**config.mk**
```make
export PLATFORM = sky130hd
export DESIGN_NAME = sgr_attribute_decoder
export DESIGN_NICKNAME = d
export VERILOG_FILES = /design/src/sgrad_pkg.sv /design/src/sgrad_decode.sv /design/src/sgr_attribute_decoder.sv
export SDC_FILE = /design/constraint.sdc
export NUM_CORES = 1
export LEC_CHECK = 0
export BUFFER_PORTS_ARGS = -buffer_cell sky130_fd_sc_hd__buf_2
export CAP_MARGIN = 20
export CORE_MARGIN = 2
export CORE_UTILIZATION = 40
export DETAILED_ROUTE_END_ITERATION = 6
export GPL_TIMING_DRIVEN = 0
export PLACE_DENSITY = 0.57
export SYNTH_ARGS = -nofsm -noshare
export SYNTH_HDL_FRONTEND = slang
export SYNTH_SLANG_ARGS = --single-unit
```
**constraint.sdc**
```tcl
create_clock -name clk -period 12.5 [get_ports clk]
set_input_delay 2.5 -clock clk [delete_from_list [all_inputs] [get_ports clk]]
set_output_delay 2.5 -clock clk [all_outputs]
set_load 0.02 [all_outputs]
```
**src/sgrad_pkg.sv**
```systemverilog
package sgrad_pkg;

	typedef enum logic [3:0] {
		KIND_RESET     = 4'd0,
		KIND_BOLD      = 4'd1,
		KIND_DIM       = 4'd2,
		KIND_ITALIC    = 4'd3,
		KIND_UNDERLINE = 4'd4,
		KIND_BLINK     = 4'd5,
		KIND_INVERSE   = 4'd6,
		KIND_HIDDEN    = 4'd7,
		KIND_STRIKE    = 4'd8,
		KIND_FG        = 4'd9,
		KIND_BG        = 4'd10
	} kind_t;

	typedef enum logic [1:0] {
		PH_IDLE  = 2'd0,
		PH_SEEN  = 2'd1,
		PH_INDEX = 2'd2
	} phase_t;

	localparam logic [7:0] BASIC_LEVEL = 8'd204;
	localparam logic [7:0] BRIGHT_GREY = 8'd128;
	localparam logic [7:0] FULL_LEVEL  = 8'd255;
	localparam logic [7:0] CUBE_STEP   = 8'd51;
	localparam logic [7:0] GREY_STEP   = 8'd10;

	localparam logic [15:0] CODE_EXT_FG   = 16'd38;
	localparam logic [15:0] CODE_EXT_BG   = 16'd48;
	localparam logic [15:0] CODE_EXT_MODE = 16'd5;

	typedef struct packed {
		logic [7:0] r;
		logic [7:0] g;
		logic [7:0] b;
	} rgb_t;

	typedef struct packed {
		kind_t kind;
		logic  enable;
		rgb_t  rgb;
		logic  last;
	} event_t;

	typedef struct packed {
		phase_t phase;
		logic   bg;
	} ext_t;

	typedef struct packed {
		event_t     first;
		event_t     second;
		logic [1:0] count;
		ext_t       nxt;
	} dec_t;

	function automatic event_t mk_event(input kind_t k, input logic en, input rgb_t c,
			input logic l);
		event_t e;
		e.kind = k;
		e.enable = en;
		e.rgb = c;
		e.last = l;
		return e;
	endfunction

	function automatic rgb_t basic_rgb(input logic [2:0] i);
		rgb_t c;
		c.r = i[0] ? BASIC_LEVEL : 8'd0;
		c.g = i[1] ? BASIC_LEVEL : 8'd0;
		c.b = i[2] ? BASIC_LEVEL : 8'd0;
		return c;
	endfunction

	function automatic rgb_t bright_rgb(input logic [2:0] i);
		rgb_t c;
		if (i == 3'd0) begin
			c.r = BRIGHT_GREY;
			c.g = BRIGHT_GREY;
			c.b = BRIGHT_GREY;
		end else begin
			c.r = i[0] ? FULL_LEVEL : 8'd0;
			c.g = i[1] ? FULL_LEVEL : 8'd0;
			c.b = i[2] ? FULL_LEVEL : 8'd0;
		end
		return c;
	endfunction

	// The cube index is split by 36 and then by 6 through reciprocal multiplies
	// that are exact over the cube range.
	function automatic rgb_t palette_rgb(input logic [15:0] code);
		logic [7:0]  idx;
		logic [7:0]  c;
		logic [13:0] prod36;
		logic [2:0]  q36;
		logic [5:0]  rem36;
		logic [10:0] prod6;
		logic [2:0]  q6;
		logic [2:0]  rem6;
		logic [4:0]  grey;
		rgb_t        res;
		idx = (code > 16'd255) ? 8'hFF : code[7:0];
		c = idx - 8'd16;
		prod36 = 14'(c) * 14'd57;
		q36 = prod36[13:11];
		rem36 = 6'(c - 8'(q36) * 8'd36);
		prod6 = 11'(rem36) * 11'd43;
		q6 = prod6[10:8];
		rem6 = 3'(rem36 - 6'(q6) * 6'd6);
		grey = 5'(idx - 8'd232);
		if (idx < 8'd8) begin
			res = basic_rgb(idx[2:0]);
		end else if (idx < 8'd16) begin
			res = bright_rgb(idx[2:0]);
		end else if (idx < 8'd232) begin
			res.r = 8'(q36) * CUBE_STEP;
			res.g = 8'(q6) * CUBE_STEP;
			res.b = 8'(rem6) * CUBE_STEP;
		end else begin
			res.r = 8'(grey) * GREY_STEP;
			res.g = res.r;
			res.b = res.r;
		end
		return res;
	endfunction

endpackage

```
**src/sgrad_decode.sv**
```systemverilog
module sgrad_decode (
	input  logic [15:0]       code,
	input  logic              last_param,
	input  sgrad_pkg::ext_t   st,
	output sgrad_pkg::dec_t   dec
);

	sgrad_pkg::event_t plain_first;
	sgrad_pkg::event_t plain_second;
	logic [1:0]        plain_count;
	logic              ext_code;

	always_comb begin
		plain_first = sgrad_pkg::mk_event(sgrad_pkg::KIND_RESET, 1'b0, '0, 1'b1);
		plain_second = plain_first;
		plain_count = 2'd1;
		case (code) inside
			16'd0: begin
				plain_first = sgrad_pkg::mk_event(sgrad_pkg::KIND_RESET, 1'b0, '0, 1'b1);
			end
			[16'd1:16'd5]: begin
				plain_first = sgrad_pkg::mk_event(sgrad_pkg::kind_t'(code[3:0]), 1'b1, '0,
						1'b1);
			end
			[16'd7:16'd9]: begin
				plain_first = sgrad_pkg::mk_event(sgrad_pkg::kind_t'(code[3:0] - 4'd1), 1'b1,
						'0, 1'b1);
			end
			16'd22: begin
				plain_first = sgrad_pkg::mk_event(sgrad_pkg::KIND_BOLD, 1'b0, '0, 1'b0);
				plain_second = sgrad_pkg::mk_event(sgrad_pkg::KIND_DIM, 1'b0, '0, 1'b1);
				plain_count = 2'd2;
			end
			[16'd23:16'd25]: begin
				plain_first = sgrad_pkg::mk_event(sgrad_pkg::kind_t'(code[3:0] - 4'd4), 1'b0,
						'0, 1'b1);
			end
			[16'd27:16'd29]: begin
				plain_first = sgrad_pkg::mk_event(sgrad_pkg::kind_t'(code[3:0] - 4'd5), 1'b0,
						'0, 1'b1);
			end
			[16'd30:16'd37]: begin
				plain_first = sgrad_pkg::mk_event(sgrad_pkg::KIND_FG, 1'b0,
						sgrad_pkg::basic_rgb(code[2:0] - 3'd6), 1'b1);
			end
			16'd39: begin
				plain_first = sgrad_pkg::mk_event(sgrad_pkg::KIND_FG, 1'b0,
						{sgrad_pkg::FULL_LEVEL, sgrad_pkg::FULL_LEVEL, sgrad_pkg::FULL_LEVEL},
						1'b1);
			end
			[16'd40:16'd47]: begin
				plain_first = sgrad_pkg::mk_event(sgrad_pkg::KIND_BG, 1'b0,
						sgrad_pkg::basic_rgb(code[2:0]), 1'b1);
			end
			16'd49: begin
				plain_first = sgrad_pkg::mk_event(sgrad_pkg::KIND_BG, 1'b0, '0, 1'b1);
			end
			[16'd90:16'd97]: begin
				plain_first = sgrad_pkg::mk_event(sgrad_pkg::KIND_FG, 1'b0,
						sgrad_pkg::bright_rgb(code[2:0] - 3'd2), 1'b1);
			end
			[16'd100:16'd107]: begin
				plain_first = sgrad_pkg::mk_event(sgrad_pkg::KIND_BG, 1'b0,
						sgrad_pkg::bright_rgb(code[2:0] - 3'd4), 1'b1);
			end
			default: begin
				plain_count = 2'd0;
			end
		endcase
	end

	assign ext_code = (code == sgrad_pkg::CODE_EXT_FG) || (code == sgrad_pkg::CODE_EXT_BG);

	always_comb begin
		dec.first = plain_first;
		dec.second = plain_second;
		dec.count = 2'd0;
		dec.nxt.phase = sgrad_pkg::PH_IDLE;
		dec.nxt.bg = st.bg;
		if (st.phase == sgrad_pkg::PH_INDEX) begin
			dec.first = sgrad_pkg::mk_event(st.bg ? sgrad_pkg::KIND_BG : sgrad_pkg::KIND_FG,
					1'b0, sgrad_pkg::palette_rgb(code), 1'b1);
			dec.count = 2'd1;
		end else if (st.phase == sgrad_pkg::PH_SEEN && code == sgrad_pkg::CODE_EXT_MODE &&
				!last_param) begin
			dec.nxt.phase = sgrad_pkg::PH_INDEX;
		end else if (ext_code && !last_param) begin
			dec.nxt.phase = sgrad_pkg::PH_SEEN;
			dec.nxt.bg = (code == sgrad_pkg::CODE_EXT_BG);
		end else if (!ext_code) begin
			dec.count = plain_count;
		end
		if (last_param) begin
			dec.nxt.phase = sgrad_pkg::PH_IDLE;
		end
	end

endmodule

```
**src/sgr_attribute_decoder.sv**
```systemverilog
// Select-graphic-rendition parameter decoder.
// The param channel takes one numeric parameter per word (code, last_param);
// the event channel gives attribute and color words (event_kind, enable,
// red, green, blue, last_of_run). Both channels use valid/ready.
// A parameter is held in an input register while it is decoded, and its
// events are loaded into a two-slot result register, from which the first
// event of a parameter is presented.
// One parameter is accepted every cycle while the event side keeps up. Code 22
// gives two events and holds the result register until both are taken, so the
// next parameter waits behind them. Parameters that give no event pass through
// without using an output cycle.
// The 38;5;n and 48;5;n color pairs are tracked across parameters, and the
// final parameter of a sequence clears that tracking.
// Reset clears the pipeline valid flags and the tracking state.
// When the receiver stalls, the result register holds its word, the input
// register fills behind it, and param_ready then drops.
module sgr_attribute_decoder (
	input  logic        clk,
	input  logic        arst_n,
	input  logic        param_valid,
	output logic        param_ready,
	input  logic [15:0] code,
	input  logic        last_param,
	output logic        event_valid,
	input  logic        event_ready,
	output logic [3:0]  event_kind,
	output logic        enable,
	output logic [7:0]  red,
	output logic [7:0]  green,
	output logic [7:0]  blue,
	output logic        last_of_run
);

	logic              valid_s1;
	logic [15:0]       code_s1;
	logic              last_s1;
	logic [1:0]        cnt_s2;
	sgrad_pkg::event_t first_s2;
	sgrad_pkg::event_t second_s2;
	sgrad_pkg::ext_t   ext_q;
	sgrad_pkg::dec_t   dec;
	sgrad_pkg::event_t cur;
	logic              s2_free;
	logic              s1_adv;

	sgrad_decode u_decode (
		.code       (code_s1),
		.last_param (last_s1),
		.st         (ext_q),
		.dec        (dec)
	);

	assign s2_free = (cnt_s2 == 2'd0) || (cnt_s2 == 2'd1 && event_ready);
	assign s1_adv = valid_s1 && s2_free;
	assign param_ready = !valid_s1 || s2_free;

	always_ff @(posedge clk or negedge arst_n) begin
		if (!arst_n) begin
			valid_s1 <= 1'b0;
			cnt_s2 <= 2'd0;
			ext_q.phase <= sgrad_pkg::PH_IDLE;
			ext_q.bg <= 1'b0;
		end else begin
			if (param_ready) begin
				valid_s1 <= param_valid;
			end
			if (s1_adv) begin
				cnt_s2 <= dec.count;
				ext_q <= dec.nxt;
			end else if (event_valid && event_ready) begin
				cnt_s2 <= cnt_s2 - 2'd1;
			end
		end
	end

	// A single event goes to the second slot, so the slot shown depends only on the count.
	always_ff @(posedge clk) begin
		if (param_valid && param_ready) begin
			code_s1 <= code;
			last_s1 <= last_param;
		end
		if (s1_adv) begin
			first_s2 <= dec.first;
			second_s2 <= (dec.count == 2'd1) ? dec.first : dec.second;
		end
	end

	assign cur = (cnt_s2 == 2'd2) ? first_s2 : second_s2;

	assign event_valid = (cnt_s2 != 2'd0);
	assign event_kind = cur.kind;
	assign enable = cur.enable;
	assign red = cur.rgb.r;
	assign green = cur.rgb.g;
	assign blue = cur.rgb.b;
	assign last_of_run = cur.last;

`ifndef ASSERT_OFF
	a_pair_first: assert property (@(posedge clk) disable iff (!arst_n)
		(cnt_s2 == 2'd2) |-> (event_kind == sgrad_pkg::KIND_BOLD && !last_of_run))
		else $error("first word of a pair is not bold off");

	a_pair_drain: assert property (@(posedge clk) disable iff (!arst_n)
		(cnt_s2 == 2'd2 && event_ready) |=> (cnt_s2 == 2'd1 &&
		event_kind == sgrad_pkg::KIND_DIM && last_of_run))
		else $error("second word of a pair not presented");

	a_seq_end: assert property (@(posedge clk) disable iff (!arst_n)
		(s1_adv && last_s1) |=> (ext_q.phase == sgrad_pkg::PH_IDLE))
		else $error("color tracking survives end of sequence");
`endif

endmodule

```
==> out/results.txt <==
Die height = 138.2 um
Area delta synth->final = 12.51%
Max-cap violation count = 0
Startpoint Class = flip-flop
Rel. slew slack = 46.70%
Fin nets = 940
GP Congestion = 0.9329
Synth Flop Type = edfxtp_1
Routed Antenna Nets = 0
Placed Instance Area = 7767 sq um
Sink Count = 83
Gates resized, CTS repair = 0
Max clock buf depth = 2
Commonest non-fill, non-tap cell in the layout = ha_1
Outcome = finished, final reports clean
Via count = 5877
Most frequent cells in the layout = ha_1, nand2_1, edfxtp_1, buf_2, a21oi_1
Worst-Margin Slew = 0.7938 ns
Most used cell, CP = ha_1
TritonCTS buffer count = 9
Final Critical Period = 11.69 ns
Data arrival, critical path = 11.90 ns
F_max = 0.08556 GHz
Post-synth EDFFs = 77
Starting Density = 40.36%
DR pass1 iterations = 4
Iter 0 DRT Violations = 452
Final Max Slew Viols = 0
Finished Cell Area = 8102 sq um
Clock latency on the worst-skew pair = 0.35 ns
Detailed Route WL = 18040 um
Cells after synthesis = 760
Buffers on Ports = 52
Leakage = 3.151 nW
H-tree levels = 3
Number of top-level pins = 53
Maximum fanout along the worst path = 10
Endpoints failing hold = 0
Syn nets = 876
Synth unique cells = 72
Synth async-reset ratio = 7.229%
Post-synthesis sequential area ratio = 34.20%
Hold buffer count at cts = 0
Final setup vio count = 0
Antenna Cells = 0
Crit share post-route = 93.50%
Share of layout cells above drive strength 1 = 15.56%
Grt total ovfl = 0
Initial antenna violation count = 0
Remaining DRCs = 0
Core ar. = 17840 sq um
Crit end category = flip-flop
Cell area after synthesis = 7201 sq um
Synth warnings = 0
Die area = 19090 sq um
Worst path required time = 12.71 ns
Post-Place Cells = 1042
Syn_area_per_cell = 9.475 sq um
Total Neg Setup Slack = 0 ns
First-pass GRT wire length = 29790 um
Max VDD drop = 0.1319 mV
Critical path class = flip-flop to flip-flop
Post-CTS Setup Inserts = 0
Vias in the first global route = 5608
Finished Layout Cells = 1058
Largest net degree at the start of global routing = 39
HP Class = flip-flop to flip-flop
Worst path slowest cell = nor2_1
Root buffer cell = clkbuf_16
Avg WL per Cell = 17.05 um
Final core occ = 45.41%
Setup repair after global routing missed its margin = no
Post-Route Skew = 0.009085 ns
Die span in x = 138.2 um
Overall Global Routing Usage = 19.29%
Power per cell area = 220.7 nW/um^2
Num rows = 49
CP max stage delay = 0.55 ns
Vias/cell = 5.555
Clock-pin transition on the worst setup and hold timing paths = 0.07 ns
HPWL after DPL = 14150 um
Synth Register Bits = 83
Clock tree from TritonCTS = built
-- cells by family after synthesis --
| kind of cell | count (synthesis) | synth area share [%] |
|---|---|---|
| xor+xnor | 45 | 5.578 |
| buf+inv | 79 | 4.188 |
| other cells | 1 | 0.05208 |
| fa+ha+maj | 95 | 17.13 |
| simple gates | 218 | 15.29 |
| compound gates | 202 | 17.85 |
| mux | 37 | 5.717 |
| flops | 83 | 34.20 |
-- cells in the mapped netlist, types with 3 or more instances --
master | count | area (sq um)
and2_1 | 5 | 31.28
nor4_2 | 3 | 37.54
o21ai_1 | 6 | 30.03
fa_1 | 6 | 120.1
edfxtp_1 | 77 | 2312
xor2_1 | 13 | 113.9
nor3_2 | 3 | 30.03
nand3_1 | 12 | 60.06
buf_2 | 4 | 20.02
o211ai_1 | 6 | 45.04
o21ai_0 | 52 | 260.3
nand4_1 | 8 | 50.05
buf_1 | 5 | 18.77
nor4_1 | 6 | 37.54
a211o_1 | 4 | 35.03
xnor2_1 | 31 | 271.5
nand2_1 | 83 | 311.6
clkbuf_1 | 21 | 78.83
mux2i_1 | 4 | 40.04
or3_1 | 6 | 37.54
o32ai_1 | 3 | 26.28
dfrtp_1 | 6 | 150.1
a21oi_1 | 56 | 280.3
o21a_1 | 6 | 45.04
nand2b_1 | 13 | 81.33
nor2b_1 | 18 | 112.6
inv_1 | 49 | 183.9
nor3_1 | 10 | 50.05
mux2_2 | 33 | 371.6
ha_1 | 89 | 1114
o22ai_1 | 4 | 25.02
o31ai_1 | 4 | 30.03
a31oi_1 | 13 | 81.33
a211oi_1 | 8 | 60.06
nor2_1 | 35 | 131.4
a21o_1 | 10 | 75.07
and3_1 | 4 | 25.02
-- worst max-delay path, delay by kind of cell, from the launching register on --
family	cells	cell delay (ns)
flops	1	0.43
buf+inv	6	0.72
mux	1	0.07
simple gates	8	2.45
compound gates	10	3.08
xor+xnor	4	0.94
fa+ha+maj	11	3.85
-- cell type report --
type	count	area, sq um
sequential	83	2462
timing repair buffer	53	280.3
buffer	30	117.6
clock buffer	9	225.2
fill	1753	9739
tap	229	286.5
clock inverter	7	81.33
multi-input combinational	598	4464
inverter	49	183.9
-- worst paths after layout --
check	to	slack [ns]	cells after the start	start
hold reg to reg	ext_q[1]$_DFFE_PN0P_	0.54	1	ext_q[1]$_DFFE_PN0P_
hold / removal	ext_q[1]$_DFFE_PN0P_	0.54	1	ext_q[1]$_DFFE_PN0P_
min in group asynchronous	ext_q[1]$_DFFE_PN0P_	1.97	1	arst_n
setup / recovery	second_s2[8]$_SDFFCE_PN0P_	0.81	40	code_s1[13]$_DFFE_PP_
max in group asynchronous	cnt_s2[1]$_DFFE_PN0P_	10.39	1	arst_n
setup reg to reg	second_s2[8]$_SDFFCE_PN0P_	0.81	40	code_s1[13]$_DFFE_PP_
-- registers in the layout, summed over array words and instances (netlist names) --
signal,cells
second_s2,30
cnt_s2,2
ext_q,3
valid_s1,1
code_s1,16
last_s1,1
first_s2,30
-- metal layers --
| metal | wire length (um) | global-route usage [%] | vias to the layer above |
|---|---|---|---|
| met2 | 8176 | 29.94 | 173 |
| li1 | - | - | 2906 |
| met1 | 8594 | 27.58 | 2770 |
| met5 | 0 | 0 | - |
| met3 | 895 | 3.429 | 28 |
| met4 | 369 | 5.908 | 0 |
-- metrics by stage --
step / total power, mW / setup WS [ns] / hold slack [ns]
floorplan: 1.260 / 2.383 / 0.4858
global placement: 1.507 / 0.3964 / 0.5194
detailed placement: 1.519 / 0.4415 / 0.5264
CTS: 1.802 / 0.3858 / 0.5433
global route: 1.938 / 0.07164 / 0.5716
finish: 1.788 / 0.8121 / 0.5382
-- power by group --
group          total [mW]  internal (mW)  switching (mW)
Clock               0.274          0.158           0.116
Sequential          0.471          0.435          0.0365
Combinational        1.04          0.421           0.622
Total                1.79           1.01           0.774
(Power assumes the default switching activity.)
